--- config.mk ---
export PLATFORM = sky130hd
export DESIGN_NAME = pcx_rle_plane_decoder
export DESIGN_NICKNAME = d
export VERILOG_FILES = /design/src/rtl/pcxrle_pkg.sv /design/src/rtl/pcx_rle_plane_decoder.sv /design/src/rtl/pcxrle_ctrl.sv /design/src/rtl/pcxrle_dpath.sv
export VERILOG_INCLUDE_DIRS = /design/src /design/src/rtl
export SDC_FILE = /design/constraint.sdc
export NUM_CORES = 1
export LEC_CHECK = 0
export BUFFER_PORTS_ARGS = -buffer_cell sky130_fd_sc_hd__buf_2
export CAP_MARGIN = 40
export CORE_ASPECT_RATIO = 1.25
export CORE_UTILIZATION = 45
export DETAILED_ROUTE_END_ITERATION = 8
export PLACE_DENSITY = 0.66
export SLEW_MARGIN = 20
export SYNTH_ARGS = -nofsm -noshare
export SYNTH_HDL_FRONTEND = slang
export SYNTH_SLANG_ARGS = --single-unit
--- constraint.sdc ---
create_clock -name clk_i -period 16 [get_ports clk_i]
set_clock_uncertainty 0.1 [all_clocks]
set_input_delay 0.8 -clock clk_i [delete_from_list [all_inputs] [get_ports clk_i]]
set_output_delay 0.8 -clock clk_i [all_outputs]
set_load 0.02 [all_outputs]
--- src/rtl/assert_macros.svh ---
// Assertion macros used by the decoder datapath.
// Expects clk_i and rst_ni in the scope of each use.
`ifndef ASSERT_MACROS_SVH
`define ASSERT_MACROS_SVH

// Check a property on every rising clock edge outside reset.
`define ASSERT_AT(label, prop, msg) \
  label: assert property (@(posedge clk_i) disable iff (!rst_ni) (prop)) else $error(msg);

// Check that a condition implies another in the same cycle.
`define ASSERT_IMPLIES(label, ante, cons, msg) \
  `ASSERT_AT(label, (ante) |-> (cons), msg)

`endif

--- src/rtl/pcxrle_pkg.sv ---
// Package for the PCX RLE plane decoder: widths, codes and the
// controller/datapath interface types. No dependencies.
`timescale 1ns / 1ps

package pcxrle_pkg;

  localparam int unsigned BYTE_W     = 8;
  localparam int unsigned ADDR_W     = 26;
  localparam int unsigned LINE_W     = 13;
  localparam int unsigned ROWS_W     = 13;
  localparam int unsigned PAD_W      = 8;
  localparam int unsigned PLANES_W   = 3;
  localparam int unsigned PLANE_W    = 2;
  localparam int unsigned RUN_W      = 6;
  localparam int unsigned CFG_IDX_W  = 3;
  localparam int unsigned CFG_DATA_W = 13;

  localparam logic [BYTE_W-1:0]   RUN_MARK   = 8'hc0;
  localparam logic [BYTE_W-1:0]   COUNT_MASK = 8'h3f;
  localparam logic [PLANES_W-1:0] MAX_PLANES = 3'd4;

  typedef enum logic [1:0] {
    LAYOUT_MONO        = 2'd0,
    LAYOUT_PLANAR      = 2'd1,
    LAYOUT_INTERLEAVED = 2'd2
  } layout_e;

  typedef enum logic [CFG_IDX_W-1:0] {
    REG_LAYOUT_MODE = 3'd0,
    REG_LINE_BYTES  = 3'd1,
    REG_PAD_BYTES   = 3'd2,
    REG_PLANE_COUNT = 3'd3,
    REG_ROW_COUNT   = 3'd4
  } cfg_reg_e;

  typedef enum logic [1:0] {
    ST_IDLE,
    ST_CALC,
    ST_ADDR,
    ST_FLUSH
  } state_e;

  typedef struct packed {
    logic accept;
    logic calc;
    logic pad_step;
    logic emit;
    logic flush;
  } cmd_t;

  typedef struct packed {
    logic start_work;
    logic finished;
    logic produce;
    logic done;
    logic cnt_last;
    logic adv_finish;
    logic hold_valid;
    logic out_free;
  } status_t;

endpackage

--- src/rtl/pcx_rle_plane_decoder.sv ---
// Top level of the PCX RLE plane decoder.
// Depends on pcxrle_pkg, pcxrle_ctrl and pcxrle_dpath.
`timescale 1ns / 1ps

// Usage:
//   Input channel in_valid_i/in_stall_o/data_byte_i carries one compressed byte
//   per request. Output channel out_valid_o/out_stall_i carries decoded bytes
//   with their destination address, run_end_o on the last byte of a request and
//   image_done_o on the byte that completes the final row.
//   Configuration: write cfg_data_i to register cfg_index_i (0 layout, 1 line
//   bytes, 2 pad bytes, 3 plane count, 4 row count) while cfg_we_i is high.
//   Sequencing: a run header is taken in the idle state alone. Each kept byte
//   passes a line position multiply, then an address select; each pad byte is
//   a single skip step. A literal or run adds an accept step before its bytes
//   and a flush step that releases its last byte to the output register.
//   in_stall_o stays high while a request is being expanded.
//   A stalled receiver holds the output register; the next byte waits in a
//   hold stage and the sequencer pauses until the output frees.
//   Reset clears the position to row 0, plane 0, column 0 and restores the
//   register defaults. After the final row all further requests are taken and
//   dropped until reset.
module pcx_rle_plane_decoder #(
  parameter int unsigned MAX_LINE_BYTES = 4096,
  parameter int unsigned MAX_ROWS       = 4096
) (
  input  logic                                  clk_i,
  input  logic                                  rst_ni,
  input  logic                                  cfg_we_i,
  input  logic [pcxrle_pkg::CFG_IDX_W-1:0]      cfg_index_i,
  input  logic [pcxrle_pkg::CFG_DATA_W-1:0]     cfg_data_i,
  input  logic                                  in_valid_i,
  output logic                                  in_stall_o,
  input  logic [pcxrle_pkg::BYTE_W-1:0]         data_byte_i,
  output logic                                  out_valid_o,
  input  logic                                  out_stall_i,
  output logic [pcxrle_pkg::BYTE_W-1:0]         pixel_byte_o,
  output logic [pcxrle_pkg::ADDR_W-1:0]         dest_address_o,
  output logic                                  run_end_o,
  output logic                                  image_done_o
);

  pcxrle_pkg::cmd_t    cmd;
  pcxrle_pkg::status_t status;

  pcxrle_ctrl u_ctrl (
    .clk_i      (clk_i),
    .rst_ni     (rst_ni),
    .in_valid_i (in_valid_i),
    .status_i   (status),
    .in_stall_o (in_stall_o),
    .cmd_o      (cmd)
  );

  pcxrle_dpath #(
    .MAX_LINE_BYTES (MAX_LINE_BYTES),
    .MAX_ROWS       (MAX_ROWS)
  ) u_dpath (
    .clk_i          (clk_i),
    .rst_ni         (rst_ni),
    .cfg_we_i       (cfg_we_i),
    .cfg_index_i    (cfg_index_i),
    .cfg_data_i     (cfg_data_i),
    .data_byte_i    (data_byte_i),
    .out_stall_i    (out_stall_i),
    .cmd_i          (cmd),
    .status_o       (status),
    .out_valid_o    (out_valid_o),
    .pixel_byte_o   (pixel_byte_o),
    .dest_address_o (dest_address_o),
    .run_end_o      (run_end_o),
    .image_done_o   (image_done_o)
  );

endmodule

--- src/rtl/pcxrle_ctrl.sv ---
// Controller of the PCX RLE plane decoder: request intake and per-byte sequencing.
// Depends on pcxrle_pkg.
`timescale 1ns / 1ps

module pcxrle_ctrl (
  input  logic                clk_i,
  input  logic                rst_ni,
  input  logic                in_valid_i,
  input  pcxrle_pkg::status_t status_i,
  output logic                in_stall_o,
  output pcxrle_pkg::cmd_t    cmd_o
);

  pcxrle_pkg::state_e state_q, state_d;

  always_ff @(posedge clk_i or negedge rst_ni) begin
    if (!rst_ni) begin
      state_q <= pcxrle_pkg::ST_IDLE;
    end else begin
      state_q <= state_d;
    end
  end

  always_comb begin
    state_d    = state_q;
    cmd_o      = '0;
    in_stall_o = 1'b1;
    case (state_q)
      pcxrle_pkg::ST_IDLE: begin
        in_stall_o = 1'b0;
        if (in_valid_i) begin
          cmd_o.accept = 1'b1;
          if (status_i.start_work) begin
            state_d = pcxrle_pkg::ST_CALC;
          end
        end
      end
      pcxrle_pkg::ST_CALC: begin
        if (status_i.finished) begin
          state_d = pcxrle_pkg::ST_FLUSH;
        end else if (status_i.produce) begin
          cmd_o.calc = 1'b1;
          state_d    = pcxrle_pkg::ST_ADDR;
        end else begin
          cmd_o.pad_step = 1'b1;
          if (status_i.cnt_last || status_i.adv_finish) begin
            state_d = pcxrle_pkg::ST_FLUSH;
          end
        end
      end
      pcxrle_pkg::ST_ADDR: begin
        if (!status_i.hold_valid || status_i.out_free) begin
          cmd_o.emit = 1'b1;
          if (status_i.done || status_i.cnt_last || status_i.adv_finish) begin
            state_d = pcxrle_pkg::ST_FLUSH;
          end else begin
            state_d = pcxrle_pkg::ST_CALC;
          end
        end
      end
      pcxrle_pkg::ST_FLUSH: begin
        if (!status_i.hold_valid) begin
          state_d = pcxrle_pkg::ST_IDLE;
        end else if (status_i.out_free) begin
          cmd_o.flush = 1'b1;
          state_d     = pcxrle_pkg::ST_IDLE;
        end
      end
      default: begin
        state_d = pcxrle_pkg::ST_IDLE;
      end
    endcase
  end

endmodule

--- src/rtl/pcxrle_dpath.sv ---
// Datapath of the PCX RLE plane decoder: configuration, run and position state,
// address arithmetic, hold stage and output register. Depends on pcxrle_pkg.
`timescale 1ns / 1ps
`include "assert_macros.svh"

module pcxrle_dpath #(
  parameter int unsigned MAX_LINE_BYTES = 4096,
  parameter int unsigned MAX_ROWS       = 4096
) (
  input  logic                                  clk_i,
  input  logic                                  rst_ni,
  input  logic                                  cfg_we_i,
  input  logic [pcxrle_pkg::CFG_IDX_W-1:0]      cfg_index_i,
  input  logic [pcxrle_pkg::CFG_DATA_W-1:0]     cfg_data_i,
  input  logic [pcxrle_pkg::BYTE_W-1:0]         data_byte_i,
  input  logic                                  out_stall_i,
  input  pcxrle_pkg::cmd_t                      cmd_i,
  output pcxrle_pkg::status_t                   status_o,
  output logic                                  out_valid_o,
  output logic [pcxrle_pkg::BYTE_W-1:0]         pixel_byte_o,
  output logic [pcxrle_pkg::ADDR_W-1:0]         dest_address_o,
  output logic                                  run_end_o,
  output logic                                  image_done_o
);

  localparam int unsigned AW    = pcxrle_pkg::ADDR_W;
  localparam int unsigned LW    = pcxrle_pkg::LINE_W;
  localparam int unsigned RCW   = pcxrle_pkg::ROWS_W;
  localparam int unsigned PCW   = pcxrle_pkg::PLANES_W;
  localparam int unsigned PW    = pcxrle_pkg::PLANE_W;
  localparam int unsigned BW    = pcxrle_pkg::BYTE_W;
  localparam int unsigned RW    = pcxrle_pkg::RUN_W;
  localparam int unsigned COL_W = $clog2(MAX_LINE_BYTES + 257);
  localparam int unsigned ROW_W = $clog2(MAX_ROWS + 1);

  function automatic logic [AW-1:0] mul_small(input logic [AW-1:0] a,
                                              input logic [PCW-1:0] k);
    logic [AW-1:0] p0, p1, p2;
    p0 = k[0] ? a : '0;
    p1 = k[1] ? (a << 1) : '0;
    p2 = k[2] ? (a << 2) : '0;
    return p0 + p1 + p2;
  endfunction

  // configuration
  logic [1:0]                     layout_q;
  logic [LW-1:0]                  line_bytes_q;
  logic [pcxrle_pkg::PAD_W-1:0]   pad_bytes_q;
  logic [PCW-1:0]                 plane_count_q;
  logic [RCW-1:0]                 row_count_q;

  // run and position state
  logic             await_q, await_d;
  logic [RW-1:0]    run_length_q, run_length_d;
  logic [RW-1:0]    cnt_q, cnt_d;
  logic             finished_q, finished_d;
  logic [COL_W-1:0] column_q, column_d;
  logic [PW-1:0]    plane_q, plane_d;
  logic [ROW_W-1:0] row_q, row_d;
  logic             hold_valid_q, hold_valid_d;
  logic             out_valid_q, out_valid_d;

  // payload
  logic [BW-1:0] value_q;
  logic [AW-1:0] line_pos_q;
  logic [AW-1:0] lr_q;
  logic [BW-1:0] hold_pixel_q;
  logic [AW-1:0] hold_addr_q;
  logic          hold_done_q;
  logic [BW-1:0] out_pixel_q;
  logic [AW-1:0] out_addr_q;
  logic          out_run_end_q;
  logic          out_done_q;

  logic [LW-1:0]  lb;
  logic [RCW-1:0] rows;
  logic [PCW-1:0] pc;
  logic [LW:0]    span;
  logic           is_header;
  logic           produce, col_wrap, plane_wrap, row_last, done, adv_finish;
  logic           out_free, move_hold, move_last;
  logic [COL_W-1:0] column_adv;
  logic [PW-1:0]    plane_adv;
  logic [ROW_W-1:0] row_adv;
  logic [BW-1:0]    cand_pixel;
  logic [AW-1:0]    cand_addr;

  always_comb begin
    if (line_bytes_q == '0) begin
      lb = LW'(1);
    end else if (32'(line_bytes_q) > 32'(MAX_LINE_BYTES)) begin
      lb = LW'(MAX_LINE_BYTES);
    end else begin
      lb = line_bytes_q;
    end
    if (row_count_q == '0) begin
      rows = RCW'(1);
    end else if (32'(row_count_q) > 32'(MAX_ROWS)) begin
      rows = RCW'(MAX_ROWS);
    end else begin
      rows = row_count_q;
    end
    if (layout_q == pcxrle_pkg::LAYOUT_MONO || plane_count_q == '0) begin
      pc = PCW'(1);
    end else if (plane_count_q > pcxrle_pkg::MAX_PLANES) begin
      pc = pcxrle_pkg::MAX_PLANES;
    end else begin
      pc = plane_count_q;
    end
  end

  assign span       = {1'b0, lb} + (LW + 1)'(pad_bytes_q);
  assign is_header  = (data_byte_i & pcxrle_pkg::RUN_MARK) == pcxrle_pkg::RUN_MARK;
  assign produce    = 32'(column_q) < 32'(lb);
  assign col_wrap   = (32'(column_q) + 32'd1) >= 32'(span);
  assign plane_wrap = ({1'b0, plane_q} + PCW'(1)) >= pc;
  assign row_last   = (32'(row_q) + 32'd1) >= 32'(rows);
  assign done       = ((32'(column_q) + 32'd1) == 32'(lb)) && plane_wrap && row_last;
  assign adv_finish = col_wrap && plane_wrap && row_last;
  assign out_free   = !out_valid_q || !out_stall_i;

  assign column_adv = col_wrap ? '0 : column_q + 1'b1;
  assign plane_adv  = col_wrap ? (plane_wrap ? '0 : plane_q + 1'b1) : plane_q;
  assign row_adv    = (col_wrap && plane_wrap) ? row_q + 1'b1 : row_q;

  assign cand_pixel = (layout_q == pcxrle_pkg::LAYOUT_MONO) ? ~value_q : value_q;

  always_comb begin
    case (layout_q)
      pcxrle_pkg::LAYOUT_MONO:   cand_addr = line_pos_q;
      pcxrle_pkg::LAYOUT_PLANAR: cand_addr = mul_small(lr_q, {1'b0, plane_q}) + line_pos_q;
      default:                   cand_addr = mul_small(line_pos_q, pc) + AW'(plane_q);
    endcase
  end

  always_comb begin
    await_d      = await_q;
    run_length_d = run_length_q;
    cnt_d        = cnt_q;
    finished_d   = finished_q;
    column_d     = column_q;
    plane_d      = plane_q;
    row_d        = row_q;
    hold_valid_d = hold_valid_q;
    out_valid_d  = out_valid_q && out_stall_i;
    move_hold    = 1'b0;
    move_last    = 1'b0;
    if (cmd_i.accept && !finished_q) begin
      if (await_q) begin
        await_d      = 1'b0;
        run_length_d = '0;
        cnt_d        = run_length_q;
      end else if (is_header) begin
        run_length_d = RW'(data_byte_i & pcxrle_pkg::COUNT_MASK);
        await_d      = 1'b1;
      end else begin
        cnt_d = RW'(1);
      end
    end
    if (cmd_i.pad_step) begin
      cnt_d    = cnt_q - 1'b1;
      column_d = column_adv;
      plane_d  = plane_adv;
      row_d    = row_adv;
      if (adv_finish) begin
        finished_d = 1'b1;
      end
    end
    if (cmd_i.emit) begin
      cnt_d        = cnt_q - 1'b1;
      hold_valid_d = 1'b1;
      move_hold    = hold_valid_q;
      if (done) begin
        finished_d = 1'b1;
      end else begin
        column_d = column_adv;
        plane_d  = plane_adv;
        row_d    = row_adv;
        if (adv_finish) begin
          finished_d = 1'b1;
        end
      end
    end
    if (cmd_i.flush) begin
      hold_valid_d = 1'b0;
      move_hold    = 1'b1;
      move_last    = 1'b1;
    end
    if (move_hold) begin
      out_valid_d = 1'b1;
    end
  end

  always_ff @(posedge clk_i or negedge rst_ni) begin
    if (!rst_ni) begin
      layout_q      <= pcxrle_pkg::LAYOUT_MONO;
      line_bytes_q  <= LW'(1);
      pad_bytes_q   <= '0;
      plane_count_q <= PCW'(1);
      row_count_q   <= RCW'(1);
    end else if (cfg_we_i) begin
      case (cfg_index_i)
        pcxrle_pkg::REG_LAYOUT_MODE: layout_q      <= cfg_data_i[1:0];
        pcxrle_pkg::REG_LINE_BYTES:  line_bytes_q  <= cfg_data_i[LW-1:0];
        pcxrle_pkg::REG_PAD_BYTES:   pad_bytes_q   <= cfg_data_i[pcxrle_pkg::PAD_W-1:0];
        pcxrle_pkg::REG_PLANE_COUNT: plane_count_q <= cfg_data_i[PCW-1:0];
        pcxrle_pkg::REG_ROW_COUNT:   row_count_q   <= cfg_data_i[RCW-1:0];
        default: ;
      endcase
    end
  end

  always_ff @(posedge clk_i or negedge rst_ni) begin
    if (!rst_ni) begin
      await_q      <= 1'b0;
      run_length_q <= '0;
      cnt_q        <= '0;
      finished_q   <= 1'b0;
      column_q     <= '0;
      plane_q      <= '0;
      row_q        <= '0;
      hold_valid_q <= 1'b0;
      out_valid_q  <= 1'b0;
    end else begin
      await_q      <= await_d;
      run_length_q <= run_length_d;
      cnt_q        <= cnt_d;
      finished_q   <= finished_d;
      column_q     <= column_d;
      plane_q      <= plane_d;
      row_q        <= row_d;
      hold_valid_q <= hold_valid_d;
      out_valid_q  <= out_valid_d;
    end
  end

  always_ff @(posedge clk_i) begin
    lr_q <= AW'(AW'(lb) * AW'(rows));
    if (cmd_i.accept) begin
      value_q <= data_byte_i;
    end
    if (cmd_i.calc) begin
      line_pos_q <= AW'(AW'(row_q) * AW'(lb)) + AW'(column_q);
    end
    if (cmd_i.emit) begin
      hold_pixel_q <= cand_pixel;
      hold_addr_q  <= cand_addr;
      hold_done_q  <= done;
    end
    if (move_hold) begin
      out_pixel_q   <= hold_pixel_q;
      out_addr_q    <= hold_addr_q;
      out_done_q    <= hold_done_q;
      out_run_end_q <= move_last;
    end
  end

  always_comb begin
    status_o.start_work = !finished_q && (await_q ? (run_length_q != '0) : !is_header);
    status_o.finished   = finished_q;
    status_o.produce    = produce;
    status_o.done       = done;
    status_o.cnt_last   = cnt_q == RW'(1);
    status_o.adv_finish = adv_finish;
    status_o.hold_valid = hold_valid_q;
    status_o.out_free   = out_free;
  end

  assign out_valid_o    = out_valid_q;
  assign pixel_byte_o   = out_pixel_q;
  assign dest_address_o = out_addr_q;
  assign run_end_o      = out_run_end_q;
  assign image_done_o   = out_done_q;

  `ASSERT_IMPLIES(a_no_overwrite, cmd_i.emit && hold_valid_q, out_free,
                  "hold moved into a busy output register")
  `ASSERT_IMPLIES(a_idle_after_done, finished_q, !cmd_i.emit && !cmd_i.calc,
                  "byte produced after the image completed")
  `ASSERT_IMPLIES(a_done_ends_run, out_valid_q && out_done_q, out_run_end_q,
                  "image completion not marked as end of run")
  `ASSERT_IMPLIES(a_count_live, cmd_i.emit || cmd_i.pad_step, cnt_q != '0,
                  "run step with an exhausted count")

endmodule

# Yosys cells after proc, flatten, opt, wreduce, memory -nomap -nowiden

Index checks and enable logic that the tools add are counted.

Flip-flop bits (word level): 216
Output and inout port bits: 38
Bits of input ports: 29

Bitwise operators: 1
Add/sub/neg operators: 14
Order comparisons: 7
Multiply operators: 2
Multiplexer cells: 69
Reductions and logical operators: 36
Eq/ne operators: 17

Operators with widths:

| cell                                                   | number |
|---|---|
| two-way mux 13 bit                                     | 12 |
| two-way mux 26 bit                                     | 5 |
| adder 26 bit                                           | 4 |
| multiplier 13 x 13 -> 26 bit                           | 2 |
| case mux 26 bit (2 select lines)                       | 1 |
| two-way mux 6 bit                                      | 7 |
| equality test 32 x 13 -> 1 bit                         | 1 |
| greater-or-equal comparator 32 x 13 -> 1 bit           | 1 |
| greater-or-equal comparator 32 x 14 -> 1 bit           | 1 |
| two-way mux 2 bit                                      | 16 |
| adder 13 x 1 -> 14 bit (second input constant)         | 2 |
| adder 13 x 1 -> 13 bit (second input constant)         | 2 |
| adder 26 x 13 -> 26 bit                                | 1 |
| adder 26 x 2 -> 26 bit                                 | 1 |
| greater-than comparator 13 bit (second input constant) | 2 |
| logical NOT 13 bit                                     | 2 |
| two-way mux 1 bit                                      | 24 |
| adder 13 x 8 -> 14 bit                                 | 1 |
| AND reduction 2 bit                                    | 7 |
| < comparator 13 bit                                    | 1 |
| two-way mux 8 bit                                      | 1 |
| NOT 8 bit                                              | 1 |
| case mux 2 bit (4 select lines)                        | 1 |
| logical AND 1 bit                                      | 7 |
| other kinds (25)                                       | 43 |

# Longest topological paths before layout

Word-level depth: 12
Gate-level depth with buffers: 26
Mapped depth without buffers: 25

# By module

A second synthesis with hierarchy kept.

Cells, all modules: 2748
Area, all modules: 25714.7 µm²

By module, submodules not included:

| module       | sequential area each (µm²) | times used | cells each | area each (µm²) |
|---|---|---|---|---|
| pcxrle_dpath | 5754.3                     | 1          | 2727       | 25503.2 |
| pcxrle_ctrl  | 50.0                       | 1          | 21         | 211.5 |

# Least setup slack after synthesis

Ideal clock, no wire load.

Path kind: register -> register
Start: register u_dpath.line_bytes_q[12]
End: register u_dpath.line_pos_q[23] (data pin)
Required time: 15.630 ns
Arrival time: 6.042 ns
Setup time: 0.270 ns
Path slack: 9.588 ns
Period minus slack after synthesis: 6.412 ns
Stages on the path, launching flop included: 24
Cells stage by stage: dfrtp_1 -> buf_2 -> nor2b_1 -> clkbuf_1 -> nand2_1 -> fa_1 -> inv_1 -> fa_1 -> inv_1 -> fa_1 -> inv_1 -> fa_1 -> fa_1 -> inv_1 -> fa_1 -> inv_1 -> ha_1 -> nand3_1 -> o32a_1 -> a31oi_1 -> nor2_1 -> a211o_1 -> a311oi_1 -> xor2_1

Word-level cells in the longest chain between the ends: 5
Elaborated cells between the ends (all ways): 6
Those cells by class: 1 x add/sub; 1 x mul; 1 x order compare; 2 x mux; 1 x reduce/logical

Ends and longest elaborated chain:

| element                          | line                | source |
|---|---|---|
| start, declared                  | pcxrle_dpath.sv:47  | `logic [LW-1:0] line_bytes_q;` |
| start signal, assigned           | pcxrle_dpath.sv:204 | `pcxrle_pkg::REG_LINE_BYTES: line_bytes_q <= cfg_data_i[LW-1:0];` |
| greater-than comparator 13 bit   | pcxrle_dpath.sv:91  | `end else if (32'(line_bytes_q) > 32'(MAX_LINE_BYTES)) begin` |
| two-way mux 13 bit               | pcxrle_dpath.sv:91  |  |
| two-way mux 13 bit (*)           | pcxrle_dpath.sv:89  | `if (line_bytes_q == '0) begin` |
| multiplier 13 x 13 -> 26 bit (*) | pcxrle_dpath.sv:243 | `line_pos_q <= AW'(AW'(row_q) * AW'(lb)) + AW'(column_q);` |
| adder 26 x 13 -> 26 bit (*)      | pcxrle_dpath.sv:243 |  |
| end signal, assigned             | pcxrle_dpath.sv:243 |  |
| end, declared                    | pcxrle_dpath.sv:65  | `logic [AW-1:0] line_pos_q;` |

Mark *: on every way between the ends. The rest lies on a longest branch, timed or not.
A chain may end at the register's enable or synchronous reset.

# Final worst setup path

Start: register u_dpath.line_bytes_q[8]
End: register u_dpath.line_pos_q[24] (data pin)

Same word-level chain as after synthesis.

==> qor.yml <==
grt_use_total: 0.2304
cts.sinks: 216
whs_ps: 76.20
cts_resized: 0
critPathKind: "reg2reg"
synthDistinctLibCells: 83
drc: 0
p_leak_uw: 0.01373
die_y_um: 269.8
rsz0062_at_grt: "no"
start_kind: "register"
drive_gt1_frac: 0.07363
clk_pin_slew_ps: 60
dpl.hpwl_mm: 53.53
path_max_fanout: 18
vdd_drop_max_uv: 97.26
hold_violations: 0
clkLatencyLatePin_ps: 580
final.setup.tns_ps: 0
fin_crit_ps: 7331
yosysWarningCount: 0
min-delay-path-class: "in2async"
layout.nets: 3471
wl_mm: 66.65
cts_tree: "done"
drv_cap: 0
design_area_um2: 27820
cts_buffer_depth: 3
clockRootBuffer: "clkbuf_16"
place_ws_ps: 8766
rows: 97
diodes: 0
worst_pin_slew_ps: 1001
ys_async_sr_fraction: 0.3935
slew_headroom: 0.3325
timing.final.crit_share: 0.4582
syn_area_um2: 25820
syn_area_per_cell_um2: 9.044
mostFrequentLayoutCell: "inv_1"
ant_nets: 0
port_buffers: 66
final_cell_mix: "inv_1 (493), nand2_1 (402), fa_1 (302), ha_1 (267), nor2_1 (168)"
grt_overflow_total: 0
area_growth_pct: 7.753
power_per_cell_area_nw_per_um2: 149.3
grt_pass1_wl_mm: 106.7
start_util: 0.4585
yosysSeqAreaShare: 0.2248
arrival_ps: 7510
die_area_um2: 58350
synthFlopType: "edfxtp_1"
syn-num-nets: 3453
synth_enable_flop_cells: 105
grt_max_degree: 53
synth_top_area_frac: 0.2341
status: "finished clean"
cts_setup_buffers: 0
io_pins: 67
yosys-top-cells-area: "fa_1 (23%), ha_1 (13%), edfxtp_1 (12%)"
worst_slack_ps: 8669
timing.fmax_mhz: 136.4
synth_area_leader_cell: "fa_1"
die_x_um: 216.3
antenna_found_initial: 0
htreeDepth: 1
drt-wirelength-per-cell_um: 18.33
grt_pass1_vias: 20480
drtIter0Drc: 1126
synth_seq_cells: 216
cp-end-kind: "register"
core_um2: 56310
vias: 19800
slew_viol_final: 0
syn_inst: 2855
place_congestion: 0.9394
viasPerCell: 5.448
postPlaceCellArea_um2: 26920
cp_data_required_time_ps: 16180
numCtsBuffers: 26
dr.pass1.iters: 5
finalSetupViolations: 0
hold_buffers: 0
[metrics by stage]
| stage | util | power, µW | cells |
|---|---|---|---|
| 2_1_floorplan | - | 2830 | 2855 |
| 3_3_place_gp | 0.4770 | 3444 | 3577 |
| 3_5_place_dp | 0.4780 | 3540 | 3584 |
| 4_1_cts | 0.4933 | 4164 | 3632 |
| 5_1_grt | 0.4941 | 4542 | 3635 |
| 6_report | 0.4941 | 4154 | 3635 |
[power breakdown]
part	switching [µW]	internal (µW)	leakage, µW
clock network	249	350	0.000405
logic	1580	980	0.0111
registers	163	831	0.00226
[critical path: stages, from the launching register on]
cell and delay, ps:
dfrtp_1 430, nor4_1 270, a31oi_1 130, or2_2 400, inv_1 650, nand2_1 210, fa_1 580, inv_1 50
fa_1 490, inv_1 50, fa_1 520, inv_1 50, fa_1 390, fa_1 480, ha_1 360, a21o_1 190
o21bai_1 160, or3_1 300, o22ai_1 290, o2bb2ai_1 190, o21a_1 200, nor2_1 150, o21ai_0 170, xor2_1 190
[final timing paths]
path,startpoint,end,slack [ps],depth (start not counted)
max reg2reg,u_dpath.line_bytes_q[8],u_dpath.line_pos_q[24],8670,23
max in group asynchronous,rst_ni,u_dpath.plane_q[0],14600,2
max,u_dpath.line_bytes_q[8],u_dpath.line_pos_q[24],8670,23
min,rst_ni,u_dpath.pad_bytes_q[2],80,1
min in group clk_i,u_dpath.hold_addr_q[22],u_dpath.dest_address_o[22],310,0
min reg2reg,u_dpath.hold_addr_q[22],u_dpath.dest_address_o[22],310,0
[area by class of cell]
class | count | area (µm²)
repair buffers | 101 | 620.6
well taps | 742 | 928.4
multi-input cells | 2025 | 17720
fillers | 5237 | 28490
clock inverters | 16 | 186.4
flip-flops and latches | 216 | 5804
clock buffers | 32 | 673.1
inverters | 503 | 1891
[synthesized netlist by cell type (5+ instances only)]
| library cell | count |
|---|---|
| buf_1 | 8 |
| nor2b_1 | 39 |
| nor2_1 | 169 |
| or3_1 | 16 |
| o21bai_1 | 23 |
| inv_1 | 493 |
| edfxtp_1 | 105 |
| a21oi_1 | 103 |
| ha_1 | 267 |
| mux2i_1 | 12 |
| clkbuf_1 | 93 |
| o31ai_1 | 11 |
| clkinv_1 | 9 |
| a31oi_1 | 14 |
| nand3_1 | 49 |
| fa_1 | 302 |
| and2_1 | 86 |
| and4_1 | 6 |
| o21a_1 | 11 |
| or2_2 | 7 |
| xnor2_1 | 83 |
| dfxtp_1 | 26 |
| and3_1 | 13 |
| o21ai_1 | 7 |
| xor2_1 | 61 |
| nand2_1 | 402 |
| buf_2 | 7 |
| a211oi_1 | 17 |
| nand4_1 | 8 |
| a41oi_1 | 5 |
| o21ai_0 | 90 |
| o211ai_1 | 11 |
| nand2b_1 | 17 |
| mux2_2 | 37 |
| a21o_1 | 31 |
| nor4_1 | 12 |
| a22oi_1 | 10 |
| nor3_1 | 33 |
| dfrtp_1 | 82 |
| o22ai_1 | 9 |
[state kept, by name, summed over array words and instances, names as in the netlist, 2 cells and up]
signal / cells
u_ctrl.state_q: 2
u_dpath.cnt_q: 6
u_dpath.column_q: 13
u_dpath.dest_address_o: 26
u_dpath.hold_addr_q: 26
u_dpath.hold_pixel_q: 8
u_dpath.layout_q: 2
u_dpath.line_bytes_q: 13
u_dpath.line_pos_q: 26
u_dpath.lr_q: 26
u_dpath.pad_bytes_q: 8
u_dpath.pixel_byte_o: 8
u_dpath.plane_count_q: 3
u_dpath.plane_q: 2
u_dpath.row_count_q: 13
u_dpath.row_q: 13
u_dpath.run_length_q: 6
u_dpath.value_q: 8
[metal layers]
metal | global-route usage | vias up | share of wire | wire, µm
li1 | - | 9205 | - | -
met2 | 0.4198 | 596 | 0.51 | 34150
met1 | 0.2694 | 9860 | 0.39 | 26090
met3 | 0.02950 | 142 | 0.053 | 3506
met4 | 0.09748 | 0 | 0.044 | 2904
met5 | 0 | - | 0 | 0
[cells by family after synthesis]
family | synth area share
AND/OR/NAND/NOR | 0.1554
XOR/XNOR | 0.05035
buffers and inverters | 0.09042
adder cells (fa/ha/maj) | 0.3635
multiplexers | 0.02181
AO/OA/AOI/OAI | 0.09352
other | 0.0001452
flip-flops | 0.2248
(Power assumes the default switching activity.)
